`config.mk`:
```
export PLATFORM = sky130hd
export DESIGN_NAME = four_level_page_table_walker
export DESIGN_NICKNAME = d
export VERILOG_FILES = /design/src/rtl/ptw_pkg.sv /design/src/rtl/ptw_fifo.sv /design/src/rtl/ptw_front.sv /design/src/rtl/ptw_back.sv /design/src/rtl/four_level_page_table_walker.sv
export SDC_FILE = /design/constraint.sdc
export NUM_CORES = 1
export LEC_CHECK = 0
export CORE_ASPECT_RATIO = 1.1
export CORE_MARGIN = 5
export CORE_UTILIZATION = 64
export CTS_CLUSTER_SIZE = 28
export DETAILED_ROUTE_END_ITERATION = 8
export DONT_BUFFER_PORTS = 1
export GPL_ROUTABILITY_DRIVEN = 1
export PLACE_DENSITY = 0.82
export SLEW_MARGIN = 25
export SYNTH_ARGS = -nofsm -noshare
export SYNTH_HDL_FRONTEND = slang
export SYNTH_SLANG_ARGS = --single-unit
export TNS_END_PERCENT = 1
```
`constraint.sdc`:
```
create_clock -name clk -period 5.8 [get_ports clk]
set_input_delay 0 -clock clk [delete_from_list [all_inputs] [get_ports clk]]
set_output_delay 0 -clock clk [all_outputs]
set_load 0.03 [all_outputs]
```
`src/rtl/ptw_pkg.sv`:
```
package ptw_pkg;

  localparam int ADDR_W = 52;
  localparam int VA_W   = 48;
  localparam int PAB_W  = 6;
  localparam int LOW_W  = 30;

  // Depths of the command queue (front to back) and of the result queue.
  localparam int CMD_DEPTH = 2;
  localparam int OUT_DEPTH = 2;

  localparam logic [PAB_W-1:0] PAB_RESET = 6'd36;
  localparam logic [PAB_W-1:0] PAB_MAX   = 6'd52;

  localparam int PAGE_SIZE_BIT = 7;

  // Input opcodes.
  localparam logic OPC_START = 1'b0;
  localparam logic OPC_ENTRY = 1'b1;

  // Configuration register indexes.
  localparam logic REG_TABLE_BASE = 1'b0;
  localparam logic REG_PHYS_BITS  = 1'b1;

  // Result kinds.
  localparam logic [1:0] KIND_READ    = 2'd0;
  localparam logic [1:0] KIND_DONE    = 2'd1;
  localparam logic [1:0] KIND_IGNORED = 2'd2;

  // Page sizes.
  localparam logic [1:0] PS_4K = 2'd0;
  localparam logic [1:0] PS_2M = 2'd1;
  localparam logic [1:0] PS_1G = 2'd2;

  // Walk levels: which entry the walk waits for.
  localparam logic [1:0] LVL_L4 = 2'd0;
  localparam logic [1:0] LVL_L3 = 2'd1;
  localparam logic [1:0] LVL_L2 = 2'd2;
  localparam logic [1:0] LVL_L1 = 2'd3;

  typedef enum logic [2:0] {
    OP_READ,
    OP_DONE_4K,
    OP_DONE_2M,
    OP_DONE_1G,
    OP_IGNORE
  } op_t;

  // Command from the front to the back: base or entry, and the low part to add.
  typedef struct packed {
    op_t               op;
    logic [ADDR_W-1:0] base;
    logic [LOW_W-1:0]  low;
  } cmd_t;

  typedef struct packed {
    logic [1:0]        kind;
    logic [ADDR_W-1:0] address;
    logic [1:0]        page_size;
  } res_t;

endpackage

```
`src/rtl/ptw_fifo.sv`:
```
module ptw_fifo #(
  parameter int DEPTH = 2,
  parameter int WIDTH = 8
) (
  input  logic             clk,
  input  logic             rst_n,
  input  logic             push,
  input  logic [WIDTH-1:0] din,
  output logic             full,
  input  logic             pop,
  output logic [WIDTH-1:0] dout,
  output logic             empty
);

  localparam int PTR_W = (DEPTH > 1) ? $clog2(DEPTH) : 1;
  localparam int CNT_W = $clog2(DEPTH + 1);

  logic [WIDTH-1:0] mem_r [DEPTH];
  logic [PTR_W-1:0] wr_ptr_r, wr_ptr_nxt;
  logic [PTR_W-1:0] rd_ptr_r, rd_ptr_nxt;
  logic [CNT_W-1:0] cnt_r, cnt_nxt;
  logic             do_push, do_pop;

  assign full    = (cnt_r == CNT_W'(DEPTH));
  assign empty   = (cnt_r == '0);
  assign do_push = push && !full;
  assign do_pop  = pop && !empty;
  assign dout    = mem_r[rd_ptr_r];

  always_comb begin
    wr_ptr_nxt = wr_ptr_r;
    rd_ptr_nxt = rd_ptr_r;
    cnt_nxt    = cnt_r;
    if (do_push) begin
      wr_ptr_nxt = (wr_ptr_r == PTR_W'(DEPTH - 1)) ? '0 : wr_ptr_r + 1'b1;
    end
    if (do_pop) begin
      rd_ptr_nxt = (rd_ptr_r == PTR_W'(DEPTH - 1)) ? '0 : rd_ptr_r + 1'b1;
    end
    if (do_push && !do_pop) begin
      cnt_nxt = cnt_r + 1'b1;
    end else if (do_pop && !do_push) begin
      cnt_nxt = cnt_r - 1'b1;
    end
  end

  always_ff @(posedge clk) begin
    if (!rst_n) begin
      wr_ptr_r <= '0;
      rd_ptr_r <= '0;
      cnt_r    <= '0;
    end else begin
      wr_ptr_r <= wr_ptr_nxt;
      rd_ptr_r <= rd_ptr_nxt;
      cnt_r    <= cnt_nxt;
    end
  end

  always_ff @(posedge clk) begin
    if (do_push) begin
      mem_r[wr_ptr_r] <= din;
    end
  end

  a_cnt_range: assert property (@(posedge clk) disable iff (!rst_n)
    cnt_r <= CNT_W'(DEPTH))
    else $error("queue count beyond depth");

  a_cnt_track: assert property (@(posedge clk) disable iff (!rst_n)
    (do_push && !do_pop) |=> (cnt_r == $past(cnt_r) + 1'b1))
    else $error("queue count did not follow a write");

endmodule

```
`src/rtl/ptw_front.sv`:
```
module ptw_front (
  input  logic                        clk,
  input  logic                        rst_n,
  input  logic                        accept,
  input  logic                        opcode,
  input  logic [ptw_pkg::VA_W-1:0]    virt_addr,
  input  logic [63:0]                 entry_data,
  input  logic [ptw_pkg::ADDR_W-1:0]  table_base,
  output ptw_pkg::cmd_t               cmd
);

  logic                     busy_r, busy_nxt;
  logic [1:0]               level_r, level_nxt;
  logic [ptw_pkg::VA_W-1:0] va_r, va_nxt;
  logic [8:0]               next_slot;
  logic                     big;

  assign big = entry_data[ptw_pkg::PAGE_SIZE_BIT];

  // Table slot of the level below the one whose entry just came back.
  always_comb begin
    case (level_r)
      ptw_pkg::LVL_L4: next_slot = va_r[38:30];
      ptw_pkg::LVL_L3: next_slot = va_r[29:21];
      default:         next_slot = va_r[20:12];
    endcase
  end

  always_comb begin
    busy_nxt  = busy_r;
    level_nxt = level_r;
    va_nxt    = va_r;
    cmd.op    = ptw_pkg::OP_IGNORE;
    cmd.base  = '0;
    cmd.low   = '0;
    if (accept) begin
      if (opcode == ptw_pkg::OPC_START) begin
        // A start always restarts the walk, dropping any walk in progress.
        busy_nxt  = 1'b1;
        level_nxt = ptw_pkg::LVL_L4;
        va_nxt    = virt_addr;
        cmd.op    = ptw_pkg::OP_READ;
        cmd.base  = table_base;
        cmd.low   = {18'b0, virt_addr[47:39], 3'b0};
      end else if (!busy_r) begin
        cmd.op = ptw_pkg::OP_IGNORE;
      end else if (level_r == ptw_pkg::LVL_L3 && big) begin
        busy_nxt  = 1'b0;
        level_nxt = ptw_pkg::LVL_L4;
        cmd.op    = ptw_pkg::OP_DONE_1G;
        cmd.base  = entry_data[ptw_pkg::ADDR_W-1:0];
        cmd.low   = va_r[29:0];
      end else if (level_r == ptw_pkg::LVL_L2 && big) begin
        busy_nxt  = 1'b0;
        level_nxt = ptw_pkg::LVL_L4;
        cmd.op    = ptw_pkg::OP_DONE_2M;
        cmd.base  = entry_data[ptw_pkg::ADDR_W-1:0];
        cmd.low   = {9'b0, va_r[20:0]};
      end else if (level_r == ptw_pkg::LVL_L1) begin
        busy_nxt  = 1'b0;
        level_nxt = ptw_pkg::LVL_L4;
        cmd.op    = ptw_pkg::OP_DONE_4K;
        cmd.base  = entry_data[ptw_pkg::ADDR_W-1:0];
        cmd.low   = {18'b0, va_r[11:0]};
      end else begin
        level_nxt = level_r + 1'b1;
        cmd.op    = ptw_pkg::OP_READ;
        cmd.base  = entry_data[ptw_pkg::ADDR_W-1:0];
        cmd.low   = {18'b0, next_slot, 3'b0};
      end
    end
  end

  always_ff @(posedge clk) begin
    if (!rst_n) begin
      busy_r  <= 1'b0;
      level_r <= ptw_pkg::LVL_L4;
      va_r    <= '0;
    end else begin
      busy_r  <= busy_nxt;
      level_r <= level_nxt;
      va_r    <= va_nxt;
    end
  end

  a_idle_level: assert property (@(posedge clk) disable iff (!rst_n)
    !busy_r |-> (level_r == ptw_pkg::LVL_L4))
    else $error("walk level left nonzero while idle");

endmodule

```
`src/rtl/ptw_back.sv`:
```
module ptw_back (
  input  logic                        clk,
  input  logic                        rst_n,
  input  ptw_pkg::cmd_t               cmd,
  input  logic                        cmd_empty,
  output logic                        cmd_pop,
  input  logic                        res_full,
  output logic                        res_push,
  output ptw_pkg::res_t               res,
  input  logic [ptw_pkg::PAB_W-1:0]   phys_addr_bits
);

  logic [ptw_pkg::PAB_W-1:0]  eff_bits;
  logic [ptw_pkg::ADDR_W-1:0] width_mask;
  logic [ptw_pkg::ADDR_W-1:0] low_mask;
  logic [ptw_pkg::ADDR_W-1:0] frame;
  logic                       adv;

  assign adv      = !cmd_empty && !res_full;
  assign cmd_pop  = adv;
  assign res_push = adv;

  // A width above the address width acts as the full width.
  assign eff_bits = (phys_addr_bits > ptw_pkg::PAB_MAX) ? ptw_pkg::PAB_MAX : phys_addr_bits;

  always_comb begin
    for (int i = 0; i < ptw_pkg::ADDR_W; i++) begin
      width_mask[i] = (ptw_pkg::PAB_W'(i) < eff_bits);
    end
  end

  always_comb begin
    unique case (cmd.op)
      ptw_pkg::OP_DONE_2M: low_mask = ptw_pkg::ADDR_W'(52'h1F_FFFF);
      ptw_pkg::OP_DONE_1G: low_mask = ptw_pkg::ADDR_W'(52'h3FFF_FFFF);
      default:             low_mask = ptw_pkg::ADDR_W'(52'hFFF);
    endcase
  end

  assign frame = cmd.base & width_mask & ~low_mask;

  always_comb begin
    res.address   = frame + {{(ptw_pkg::ADDR_W - ptw_pkg::LOW_W){1'b0}}, cmd.low};
    res.kind      = ptw_pkg::KIND_READ;
    res.page_size = ptw_pkg::PS_4K;
    unique case (cmd.op)
      ptw_pkg::OP_READ: begin
        res.kind = ptw_pkg::KIND_READ;
      end
      ptw_pkg::OP_DONE_4K: begin
        res.kind = ptw_pkg::KIND_DONE;
      end
      ptw_pkg::OP_DONE_2M: begin
        res.kind      = ptw_pkg::KIND_DONE;
        res.page_size = ptw_pkg::PS_2M;
      end
      ptw_pkg::OP_DONE_1G: begin
        res.kind      = ptw_pkg::KIND_DONE;
        res.page_size = ptw_pkg::PS_1G;
      end
      default: begin
        res.kind    = ptw_pkg::KIND_IGNORED;
        res.address = '0;
      end
    endcase
  end

  a_read_aligned: assert property (@(posedge clk) disable iff (!rst_n)
    (adv && cmd.op == ptw_pkg::OP_READ) |-> (res.address[2:0] == 3'b0))
    else $error("entry read address not 8-byte aligned");

endmodule

```
`src/rtl/four_level_page_table_walker.sv`:
```
// Flow: a word taken at the input is queued as a command, and the back writes its result
// to the result queue; while the result queue is full the command waits in its queue.
// Throughput: one word per cycle in steady state while neither queue is full, set by the
// combinational front update and the one-step masking adder in the back; two-entry queues decouple both sides.
// Reset: synchronous, active-low rst_n idles the walk, empties both queues and sets
// table_base to zero and phys_addr_bits to 36.
module four_level_page_table_walker #(
  parameter int CMD_DEPTH = ptw_pkg::CMD_DEPTH,
  parameter int OUT_DEPTH = ptw_pkg::OUT_DEPTH
) (
  input  logic                        clk,
  input  logic                        rst_n,
  // Input channel.
  input  logic                        in_push,
  output logic                        in_full,
  input  logic                        in_opcode,
  input  logic [ptw_pkg::VA_W-1:0]    in_virt_addr,
  input  logic [63:0]                 in_entry_data,
  // Result channel.
  output logic                        out_empty,
  input  logic                        out_pop,
  output logic [1:0]                  out_result_kind,
  output logic [ptw_pkg::ADDR_W-1:0]  out_address,
  output logic [1:0]                  out_page_size,
  // Configuration channel.
  input  logic                        cfg_valid,
  output logic                        cfg_ready,
  input  logic                        cfg_index,
  input  logic [ptw_pkg::ADDR_W-1:0]  cfg_data
);

  localparam int CMD_W = $bits(ptw_pkg::cmd_t);
  localparam int RES_W = $bits(ptw_pkg::res_t);

  // Configuration registers. Writes are always taken; the user must write only while idle (unchecked).
  logic [ptw_pkg::ADDR_W-1:0] table_base_r, table_base_nxt;
  logic [ptw_pkg::PAB_W-1:0]  phys_bits_r, phys_bits_nxt;

  assign cfg_ready = 1'b1;

  always_comb begin
    table_base_nxt = table_base_r;
    phys_bits_nxt  = phys_bits_r;
    if (cfg_valid) begin
      unique case (cfg_index)
        ptw_pkg::REG_TABLE_BASE: table_base_nxt = cfg_data;
        ptw_pkg::REG_PHYS_BITS:  phys_bits_nxt  = cfg_data[ptw_pkg::PAB_W-1:0];
        default:                 table_base_nxt = table_base_r;
      endcase
    end
  end

  always_ff @(posedge clk) begin
    if (!rst_n) begin
      table_base_r <= '0;
      phys_bits_r  <= ptw_pkg::PAB_RESET;
    end else begin
      table_base_r <= table_base_nxt;
      phys_bits_r  <= phys_bits_nxt;
    end
  end

  // The front takes each word, advances the walk state at once and queues a
  // command telling the back which base to mask and what low part to add.
  logic          in_accept;
  ptw_pkg::cmd_t front_cmd;
  ptw_pkg::cmd_t back_cmd;
  logic [CMD_W-1:0] back_cmd_bits;
  logic          cmd_empty;
  logic          cmd_pop;

  assign in_accept = in_push && !in_full;

  ptw_front u_front (
    .clk        (clk),
    .rst_n      (rst_n),
    .accept     (in_accept),
    .opcode     (in_opcode),
    .virt_addr  (in_virt_addr),
    .entry_data (in_entry_data),
    .table_base (table_base_r),
    .cmd        (front_cmd)
  );

  ptw_fifo #(
    .DEPTH (CMD_DEPTH),
    .WIDTH (CMD_W)
  ) u_cmd_q (
    .clk   (clk),
    .rst_n (rst_n),
    .push  (in_accept),
    .din   (front_cmd),
    .full  (in_full),
    .pop   (cmd_pop),
    .dout  (back_cmd_bits),
    .empty (cmd_empty)
  );

  assign back_cmd = ptw_pkg::cmd_t'(back_cmd_bits);

  // The back applies the physical width mask and the frame alignment, adds the
  // slot offset or page offset, and writes the finished word to the result queue.
  ptw_pkg::res_t    back_res;
  ptw_pkg::res_t    out_res;
  logic [RES_W-1:0] out_res_bits;
  logic             res_push;
  logic             res_full;

  ptw_back u_back (
    .clk            (clk),
    .rst_n          (rst_n),
    .cmd            (back_cmd),
    .cmd_empty      (cmd_empty),
    .cmd_pop        (cmd_pop),
    .res_full       (res_full),
    .res_push       (res_push),
    .res            (back_res),
    .phys_addr_bits (phys_bits_r)
  );

  ptw_fifo #(
    .DEPTH (OUT_DEPTH),
    .WIDTH (RES_W)
  ) u_res_q (
    .clk   (clk),
    .rst_n (rst_n),
    .push  (res_push),
    .din   (back_res),
    .full  (res_full),
    .pop   (out_pop),
    .dout  (out_res_bits),
    .empty (out_empty)
  );

  assign out_res         = ptw_pkg::res_t'(out_res_bits);
  assign out_result_kind = out_res.kind;
  assign out_address     = out_res.address;
  assign out_page_size   = out_res.page_size;

endmodule

```
==> results of run 1 <==
[per-stage QoR]
stage | hold slack (ns) | util, % | area (um^2)
2_1_floorplan | 0.145 | - | 16100
3_3_place_gp | 0.0959 | 65.0 | 16300
3_5_place_dp | 0.0941 | 65.0 | 16300
4_1_cts | 0.00122 | 78.0 | 19600
5_1_grt | 0.0317 | 78.1 | 19600
6_report | 0.0251 | 78.1 | 19600
[flip-flops by register name (all words and copies together) (netlist names), named ones only]
register          cells
u_cmd_q.wr_ptr_r      1
u_front.busy_r        1
table_base_r         40
u_res_q.mem_r       112
u_res_q.cnt_r         2
u_front.level_r       2
phys_bits_r           6
u_res_q.wr_ptr_r      1
u_cmd_q.cnt_r         2
u_front.va_r         39
u_cmd_q.rd_ptr_r      1
u_res_q.rd_ptr_r      1
u_cmd_q.mem_r       146
[cells in the mapped netlist, types with 16 or more instances]
cell      number  area, um^2
edfxtp_1     258        7750
nand2_1      210         788
dfxtp_1       98        1960
a21boi_0      88         661
mux2_2        77         867
nor2_1        77         289
clkbuf_1      55         206
mux2i_1       52         521
a21oi_1       47         235
a22o_1        40         350
and2_1        39         244
o21ai_0       27         135
ha_1          25         313
nor3_1        21         105
xor2_1        19         166
nand3_1       18        90.1
xnor2_1       16         140
[area by class of cell]
type / instances / area (um^2) / area share (%)
antenna: 3 / 7.51 / 0.0383
tap: 315 / 394 / 2.01
clock buffer: 43 / 926 / 4.72
multi-input combinational: 896 / 6050 / 30.9
timing repair buffer: 232 / 2310 / 11.8
sequential: 356 / 9710 / 49.6
inverter: 15 / 56.3 / 0.287
clock inverter: 17 / 145 / 0.740
[power by group through the flow]
stage          clock [W]  combinational [W]  sequential [W]
6_report         0.00217            0.00279         0.00359
5_1_grt          0.00229            0.00299         0.00363
4_1_cts          0.00214            0.00273         0.00357
3_5_place_dp           0            0.00259         0.00362
3_3_place_gp           0            0.00256         0.00359
2_1_floorplan          0            0.00215         0.00356
[critical path, stage by stage, from the launching register on]
cell       delay [ns]
dfxtp_4          0.63
buf_4            0.70
mux2_2           0.42
ha_1             0.36
o211ai_1         0.11
o21ai_1          0.32
o2111ai_1        0.26
a211oi_1         0.68
o211ai_1         0.25
o21ba_1          0.24
o21a_1           0.19
[logic make-up after synthesis]
group | count (synthesis) | synth area share, %
AND/OR/NAND/NOR | 423 | 12.1
flip-flops | 356 | 60.2
AO/OA/AOI/OAI | 282 | 12.7
multiplexers | 129 | 8.60
buffers and inverters | 92 | 2.52
XOR/XNOR | 35 | 1.90
adder cells (fa/ha/maj) | 26 | 2.06
other | 1 | 0.0232
[routing by layer]
metal	global-route usage (%)	part of all wire [%]
met1	41.5	38
met2	52.7	48
met3	5.39	8.9
met4	13.7	4.9
met5	0	0
[how the worst max path moves through the flow]
| stage | startpoint | endpoint | depth (start not counted) |
|---|---|---|---|
| after floorplan | u_cmd_q.cnt_r[0] | u_cmd_q.mem_r[0][0] | 3 |
| after global placement | flip-flop | u_res_q.mem_r[0][52] | 10 |
| after detailed placement | flip-flop | u_res_q.mem_r[0][52] | 10 |
| after CTS | flip-flop | u_res_q.mem_r[0][52] | 10 |
| after global routing | phys_bits_r[4] | u_res_q.mem_r[0][49] | 10 |
| final | flip-flop | u_res_q.mem_r[0][52] | 10 |
==> out/metrics.yaml, run 1 <==
cts_root_buf: "clkbuf_16"
grt_first_pass_wirelength_mm: 70.0
setup_violations: 0
netlist_instances: 1344
synth-edff-count: 258
powerDensity_mw_per_mm2: 436
die_area_mm2: 0.0285
clock_skew_ns: 0.0272
synth_seq_cells: 356
power_leakage_nw: 6.85
sw_frac_of_total_pct: 35.7
hp-class: "in -> reg"
arrival_ns: 4.78
cts.path.max_buffers: 3
vias: 12100
grt.total_usage_pct: 31.7
antenna_found_initial: 3
core_area_mm2: 0.0251
vias_per_cell: 6.47
drtIter0Drc: 1586
max_freq_mhz: 221
ys_warn_count: 0
slew_viol_final: 0
ys.flop_type: "edfxtp_1"
synthToLayoutAreaGrowth_pct: 21.5
fin_nets: 1732
grt_pass1_vias: 12100
pwr-share-seq_pct: 42.0
min_to: "table_base_r[46]"
p_clk_share_pct: 25.4
cts_made_buffers: 34
hold_path_startpoint: "cfg_index"
holdPathStages: 4
netlist_area_mm2: 0.0161
p_int_w: 0.00550
grt_max_degree: 99
fill_cells: 1272
finalWorstSetupSlack_ns: 1.27
path_clk_slew_ns: 0.06
relSlewSlack_pct: 30.8
post-route-period-util_pct: 78.0
r2r_cells: 10
async_reset_ff_share_pct: 0
r2r_slack_ns: 1.27
yosysSeqAreaShare_pct: 60.2
combPwrFrac_pct: 32.7
cts_hold_buf: 219
start_kind: "flip-flop"
switchingPower_w: 0.00305
drive_above_1_share_pct: 10.8
die_y_um: 177
overflow: 0
wl_per_cell_um: 24.3
die_w_um: 161
routed_wl_mm: 45.7
endpoint_kind: "flip-flop"
final_cell_mix: "edfxtp_1, dlygate4sd3_1, nand2_1, dfxtp_1, a21boi_0"
rsz0062_at_grt: "no"
cts_resized: 0
cts_tree: "done"
crit_required_ns: 6.06
avgSynthCellArea_um2: 12.0
htree_num_levels: 2
start_util_pct: 64.3
mostFrequentLayoutCell: "edfxtp_1"
drt_pass1_iterations: 6
post_cts_buffers: 0
status: "complete, no violations"
io_pins: 230
irDropWorstVdd_uv: 409
syn_nets: 1541
worst_pin_slew_ns: 1.01
drc_errors: 0
worst-setup-path-type: "reg -> reg"
hold_viol: 0
cp_max_fo: 50
maxCapViolations: 0
regToRegEndpoint: "u_res_q.mem_r[0][52]"
layoutNonFillerInstCount: 1877
gp_congestion: 0.915
total_power_w: 0.00855
insertion_delay_ns: 0.53
pre_cts_ws_ns: 1.36
ys_types: 72
io_buffers: 0
num_rows: 61
cts_num_sinks: 356
ant_nets: 0
fin_tns_setup_ns: 0
dp.cells: 1595
fin_crit_ns: 4.53
hpwl_mm: 23.5
Power figures use the tool's default switching activity.
==> run 2: changes to the inputs <==
Settings changed: CORE_UTILIZATION 64 to 58, PLACE_DENSITY 0.82 to 0.78.
Clock period 5.8 ns to 3.9 ns, I/O delays scaled along.
==> run 2 against run 1 <==
Compared with the run above: via count shrank 5.1%; utilization shrank 7.2 points; critical path depth rose by 2; die area is 9.7% higher.
==> out/metrics.yaml, run 2 (synthesis results as in run 1) <==
slew_viol_final: 0  # unchanged
power_leakage_nw: 6.78  # was 6.85 nW
io_buffers: 0  # unchanged
fill_cells: 1780  # was 1272
powerDensity_mw_per_mm2: 649  # was 436 mW/mm^2
rsz0062_at_grt: "no"  # unchanged
p_int_w: 0.00822  # was 0.00550 W
antenna_cells: 0  # was 3
switchingPower_w: 0.00447  # was 0.00305 W
gp_congestion: 0.923  # was 0.915
vias_per_cell: 5.99  # was 6.47
insertion_delay_ns: 0.52  # was 0.53 ns
mostFrequentLayoutCell: "edfxtp_1"  # unchanged
multi_input_area_mm2: 0.00606  # was 0.00605 mm^2
start_util_pct: 58.4  # was 64.3%
synthToLayoutAreaGrowth_pct: 21.3  # was 21.5%
largest-register: "u_cmd_q.mem_r"  # unchanged
fin_nets: 1733  # was 1732
r2r_slack_ns: 0.28  # was 1.27 ns
hold_viol: 0  # unchanged
relSlewSlack_pct: 48.7  # was 30.8%
r2r_cells: 12  # was 10
crit_required_ns: 4.24  # was 6.06 ns
seq_area_mm2: 0.00971  # unchanged
worst-setup-path-type: "reg -> reg"  # unchanged
holdPathStages: 4  # unchanged
grt_pass1_vias: 11700  # was 12.1k
fin_tns_setup_ns: 0  # unchanged
die_y_um: 185  # was 177 um
cp_max_fo: 15  # was 50
largest_reg_flops: 146  # unchanged
wl_met2_mm: 20.2  # was 22.0 mm
die_area_mm2: 0.0313  # was 0.0285 mm^2
hpwl_mm: 24.8  # was 23.5 mm
grt_max_degree: 99  # unchanged
irDropWorstVdd_uv: 425  # was 409 uV
drc_errors: 0  # unchanged
cts.path.max_buffers: 3  # unchanged
setup_violations: 0  # unchanged
p_clk_share_pct: 24.7  # was 25.4%
hold_path_startpoint: "in_entry_data[7]"  # was cfg_index
fin_crit_ns: 3.62  # was 4.53 ns
cts_num_sinks: 356  # unchanged
route.top_layer_used: "met4"  # unchanged
endpoint_kind: "flip-flop"  # unchanged
ant_nets: 0  # unchanged
combPwrFrac_pct: 33.7  # was 32.7%
clock_skew_ns: 0.0277  # was 0.0272 ns
arrival_ns: 3.97  # was 4.78 ns
cts_root_buf: "clkbuf_16"  # unchanged
core_area_mm2: 0.0276  # was 0.0251 mm^2
htree_num_levels: 2  # unchanged
drive_above_1_share_pct: 12.2  # was 10.8%
routed_wl_mm: 41.6  # was 45.7 mm
path_clk_slew_ns: 0.06  # about the same
wl_met1_mm: 17.3  # was 17.4 mm
grt.total_usage_pct: 26.2  # was 31.7%
vias: 11500  # was 12.1k
start_kind: "flip-flop"  # unchanged
wl_met3_mm: 2.62  # was 4.06 mm
regToRegEndpoint: "u_res_q.mem_r[1][49]"  # was u_res_q.mem_r[0][52]
final_cell_mix: "edfxtp_1, nand2_1, dlygate4sd3_1, dfxtp_1, a21boi_0"  # was edfxtp_1, dlygate4sd3_1, nand2_1, dfxtp_1, a21boi_0
die_w_um: 169  # was 161 um
antenna_found_initial: 0  # was 3
maxCapViolations: 0  # unchanged
top_regs: "u_cmd_q.mem_r: 146 flops, u_res_q.mem_r: 112 flops, table_base_r: 40 flops"  # unchanged
io_pins: 230  # unchanged
cts_made_buffers: 36  # was 34
status: "complete, no violations"  # unchanged
post-route-period-util_pct: 92.9  # was 78.0%
grt_first_pass_wirelength_mm: 64.7  # was 70.0 mm
wl_per_cell_um: 21.6  # was 24.3 um
drtIter0Drc: 1185  # was 1586
max_freq_mhz: 276  # was 221 MHz
min_to: "u_front.level_r[1]"  # was table_base_r[46]
hp-class: "in -> reg"  # unchanged
overflow: 0  # unchanged
worst_pin_slew_ns: 0.770  # was 1.01 ns
drt_pass1_iterations: 8  # was 6
sw_frac_of_total_pct: 35.2  # was 35.7%
cts_tree: "done"  # unchanged
num_rows: 64  # was 61
total_power_w: 0.0127  # was 0.00855 W
pwr-share-seq_pct: 41.6  # was 42.0%
-- run 2: repair_timing --
action / 4_1_cts / 5_1_grt
setup endpoints to repair: 0 / 4
buffers inserted: 0 / 0
hold endpoints to repair: 204 / 0
resized for setup: 0 / 1
hold buffers: 190 / 0
-- run 2: how the worst max path moves through the flow --
stage,from,endpoint,depth (start not counted)
5_1_grt,phys_bits_r[5],u_res_q.mem_r[1][49],14
6_report,flip-flop,u_res_q.mem_r[1][49],12
4_1_cts,flip-flop,u_res_q.mem_r[1][52],13
2_1_floorplan,flip-flop,u_res_q.mem_r[0][52],16
3_5_place_dp,flip-flop,u_res_q.mem_r[0][52],13
3_3_place_gp,phys_bits_r[2],u_res_q.mem_r[1][52],15
-- run 2: routing by layer --
metal  vias up  global-route usage (%)
li1       5306                       -
met1      5545                    35.6
met2       546                    43.6
met3       119                    3.84
met4         0                    9.18
met5         -                       0
-- run 2: worst max-delay path: stages (launching register included) --
cell,delay (ns)
dfxtp_4,0.41
buf_4,0.28
buf_4,0.31
mux2i_1,0.39
nor3_1,0.11
ha_1,0.39
o21ai_0,0.15
o21bai_1,0.19
nor3_1,0.10
a31oi_4,0.28
nand4_2,0.15
or4_1,0.50
a21oi_1,0.18
-- run 2: power groups by stage --
stage	Combinational, W	Clock, W	Sequential, W
after CTS	0.00424	0.00314	0.00527
final	0.00428	0.00314	0.00528
after floorplan	0.00319	0	0.00529
after global routing	0.00461	0.00333	0.00534
after global placement	0.00399	0	0.00529
after detailed placement	0.00404	0	0.00534
-- run 2: cell type report --
class	count	share of cell area [%]
inverter	15	0.288
clock inverter	9	0.332
sequential	356	49.6
timing repair buffer	231	11.5
tap	363	2.32
multi-input combinational	896	31.0
clock buffer	53	4.98
-- run 2: metrics by stage --
step	setup WS (ns)	util, %	hold slack [ns]	cell area [um^2]	instances
after floorplan	0.0228	-	0.145	16100	1344
after global placement	0.341	60.1	0.0929	16600	1671
after detailed placement	0.294	60.1	0.0986	16600	1671
after CTS	0.245	70.8	0.00497	19600	1923
after global routing	0.0463	70.9	0.0619	19600	1923
final	0.276	70.9	0.0429	19600	1923
==> run 3: changes to the inputs <==
Settings changed: REMOVE_ABC_BUFFERS from default to 1.
==> run 3 against run 2 <==
Compared with the run above: cell area up 1.3%; combinational power down 2%; sequential share of layout area down 0.66 points; sequential power up 0.9%; clock skew down 0.013 ns; utilization up 0.96 points; worst setup slack worse by 0.031 ns; total power up 0.57%; wire length down 2.6%; clock power up 4%; critical path depth unchanged; critical path type unchanged; highest routed layer unchanged.
==> out/metrics.yaml, run 3 (synthesis results as in run 1) <==
status: "complete, no violations"  # unchanged
cts_root_buf: "clkbuf_16"  # unchanged
htree_num_levels: 2  # unchanged
maxCapViolations: 0  # unchanged
die_y_um: 185  # unchanged
antenna_found_initial: 4  # was 0
final_util_pct: 71.8  # was 70.9%
core_area_mm2: 0.0276  # unchanged
gp_congestion: 0.946  # was 0.923
largest_reg_flops: 146  # unchanged
vias_per_cell: 5.96  # was 5.99
max_freq_mhz: 274  # was 276 MHz
grt_first_pass_wirelength_mm: 63.8  # was 64.7 mm
top_regs: "u_cmd_q.mem_r: 146 flops, u_res_q.mem_r: 112 flops, table_base_r: 40 flops"  # unchanged
total_power_w: 0.0128  # was 0.0127 W
cts_num_sinks: 356  # unchanged
die_area_mm2: 0.0313  # unchanged
min_to: "table_base_r[48]"  # was u_front.level_r[1]
fin_tns_setup_ns: 0  # unchanged
grt.total_usage_pct: 25.7  # was 26.2%
grt_pass1_vias: 11900  # was 11.7k
fill_cells: 1726  # was 1780
overflow: 0  # unchanged
relSlewSlack_pct: 34.0  # was 48.7%
worst-setup-path-type: "reg -> reg"  # unchanged
final_cell_mix: "edfxtp_1, dlygate4sd3_1, nand2_1, dfxtp_1, a21boi_0"  # was edfxtp_1, nand2_1, dlygate4sd3_1, dfxtp_1, a21boi_0
cts_made_buffers: 35  # was 36
rsz0062_at_grt: "no"  # unchanged
drive_above_1_share_pct: 11.5  # was 12.2%
routed_wl_mm: 40.5  # was 41.6 mm
holdPathStages: 4  # unchanged
hold_path_startpoint: "cfg_valid"  # was in_entry_data[7]
powerDensity_mw_per_mm2: 644  # was 649 mW/mm^2
ant_nets: 0  # unchanged
endpoint_kind: "flip-flop"  # unchanged
die_w_um: 169  # unchanged
io_pins: 230  # unchanged
drt_pass1_iterations: 5  # was 8
crit_required_ns: 4.15  # was 4.24 ns
cts_tree: "done"  # unchanged
grt_max_degree: 99  # unchanged
r2r_slack_ns: 0.25  # was 0.28 ns
fin_crit_ns: 3.65  # was 3.62 ns
drtIter0Drc: 1065  # was 1185
num_rows: 64  # unchanged
start_kind: "flip-flop"  # unchanged
hold_viol: 0  # unchanged
cts.path.max_buffers: 3  # unchanged
arrival_ns: 3.90  # was 3.97 ns
synthToLayoutAreaGrowth_pct: 23.0  # was 21.3%
path_clk_slew_ns: 0.06  # about the same
drc_errors: 0  # unchanged
clock_skew_ns: 0.0142  # was 0.0277 ns
start_util_pct: 58.4  # unchanged
fin_nets: 1749  # was 1733
post-route-period-util_pct: 93.7  # was 92.9%
power_leakage_nw: 6.94  # was 6.78 nW
insertion_delay_ns: 0.50  # was 0.52 ns
io_buffers: 0  # unchanged
hp-class: "in -> reg"  # unchanged
hpwl_mm: 24.3  # was 24.8 mm
vias: 11600  # was 11.5k
cp_max_fo: 38  # was 15
mostFrequentLayoutCell: "edfxtp_1"  # unchanged
r2r_cells: 12  # unchanged
largest-register: "u_cmd_q.mem_r"  # unchanged
wl_per_cell_um: 20.8  # was 21.6 um
irDropWorstVdd_uv: 410  # was 425 uV
slew_viol_final: 0  # unchanged
regToRegEndpoint: "u_res_q.mem_r[0][37]"  # was u_res_q.mem_r[1][49]
worst_pin_slew_ns: 0.988  # was 0.770 ns
setup_violations: 0  # unchanged
## run 3: worst max-delay path by stage
stage | startpoint | end | slack (ns) | cells after the start
2_1_floorplan | flip-flop | u_res_q.mem_r[0][47] | -1.60 | 11
3_3_place_gp | phys_bits_r[2] | u_res_q.mem_r[0][52] | 0.17 | 12
3_5_place_dp | phys_bits_r[2] | u_res_q.mem_r[1][52] | 0.06 | 12
4_1_cts | phys_bits_r[2] | u_res_q.mem_r[0][52] | 0.05 | 12
5_1_grt | flip-flop | u_res_q.mem_r[1][49] | 0.02 | 12
6_report | flip-flop | u_res_q.mem_r[0][37] | 0.25 | 12
## run 3: metal layers
layer | share of wire [%] | global-route usage (%)
met1 | 40 | 33.5
met4 | 3.9 | 10.4
met3 | 6.8 | 4.25
met2 | 49 | 43.3
met5 | 0 | 0
## run 3: layout make-up
type	count	area (um^2)	area share (%)
clock inverters	12	148	0.744
clock buffers	50	942	4.75
flip-flops and latches	356	9710	49.0
inverters	15	56.3	0.284
diodes	4	10.0	0.0505
multi-input cells	896	6070	30.6
well taps	363	454	2.29
repair buffers	248	2440	12.3
## run 3: through the flow
stage	cells	setup WS, ns	hold WS [ns]	cell area [um^2]
floorplan	1267	-1.60	0.0718	15800
global placement	1660	0.169	0.0895	16500
detailed placement	1660	0.0578	0.0918	16500
CTS	1938	0.0515	0.0321	19800
global route	1944	0.0233	0.0621	19800
finish	1944	0.245	0.0436	19800
## run 3: where the power goes
| part | internal, W | switching (W) | leakage [nW] | total (W) |
|---|---|---|---|---|
| clock network | 0.00189 | 0.00137 | 0.525 | 0.00326 |
| registers | 0.00504 | 0.000288 | 3.27 | 0.00533 |
| logic | 0.00144 | 0.00274 | 3.14 | 0.00418 |
| total | 0.00837 | 0.00440 | 6.94 | 0.0128 |
## run 3: critical path: stages, from the launching register on
cell and delay, ns:
dfxtp_4 0.47, buf_12 0.28, buf_4 0.32, mux2_2 0.39, ha_1 0.38, a211oi_1 0.33, o21bai_1 0.15, nor3_1 0.33
a31oi_4 0.14, buf_4 0.19, nand4_1 0.11, xor2_1 0.21, nor2_1 0.08
## run 3: timing repair
item                       in CTS  in global routing
hold buffers                  216                  0
setup endpoints to repair       0                 16
gates resized for setup         0                  2
setup buffers                   0                  2
hold endpoints to repair      198                  0
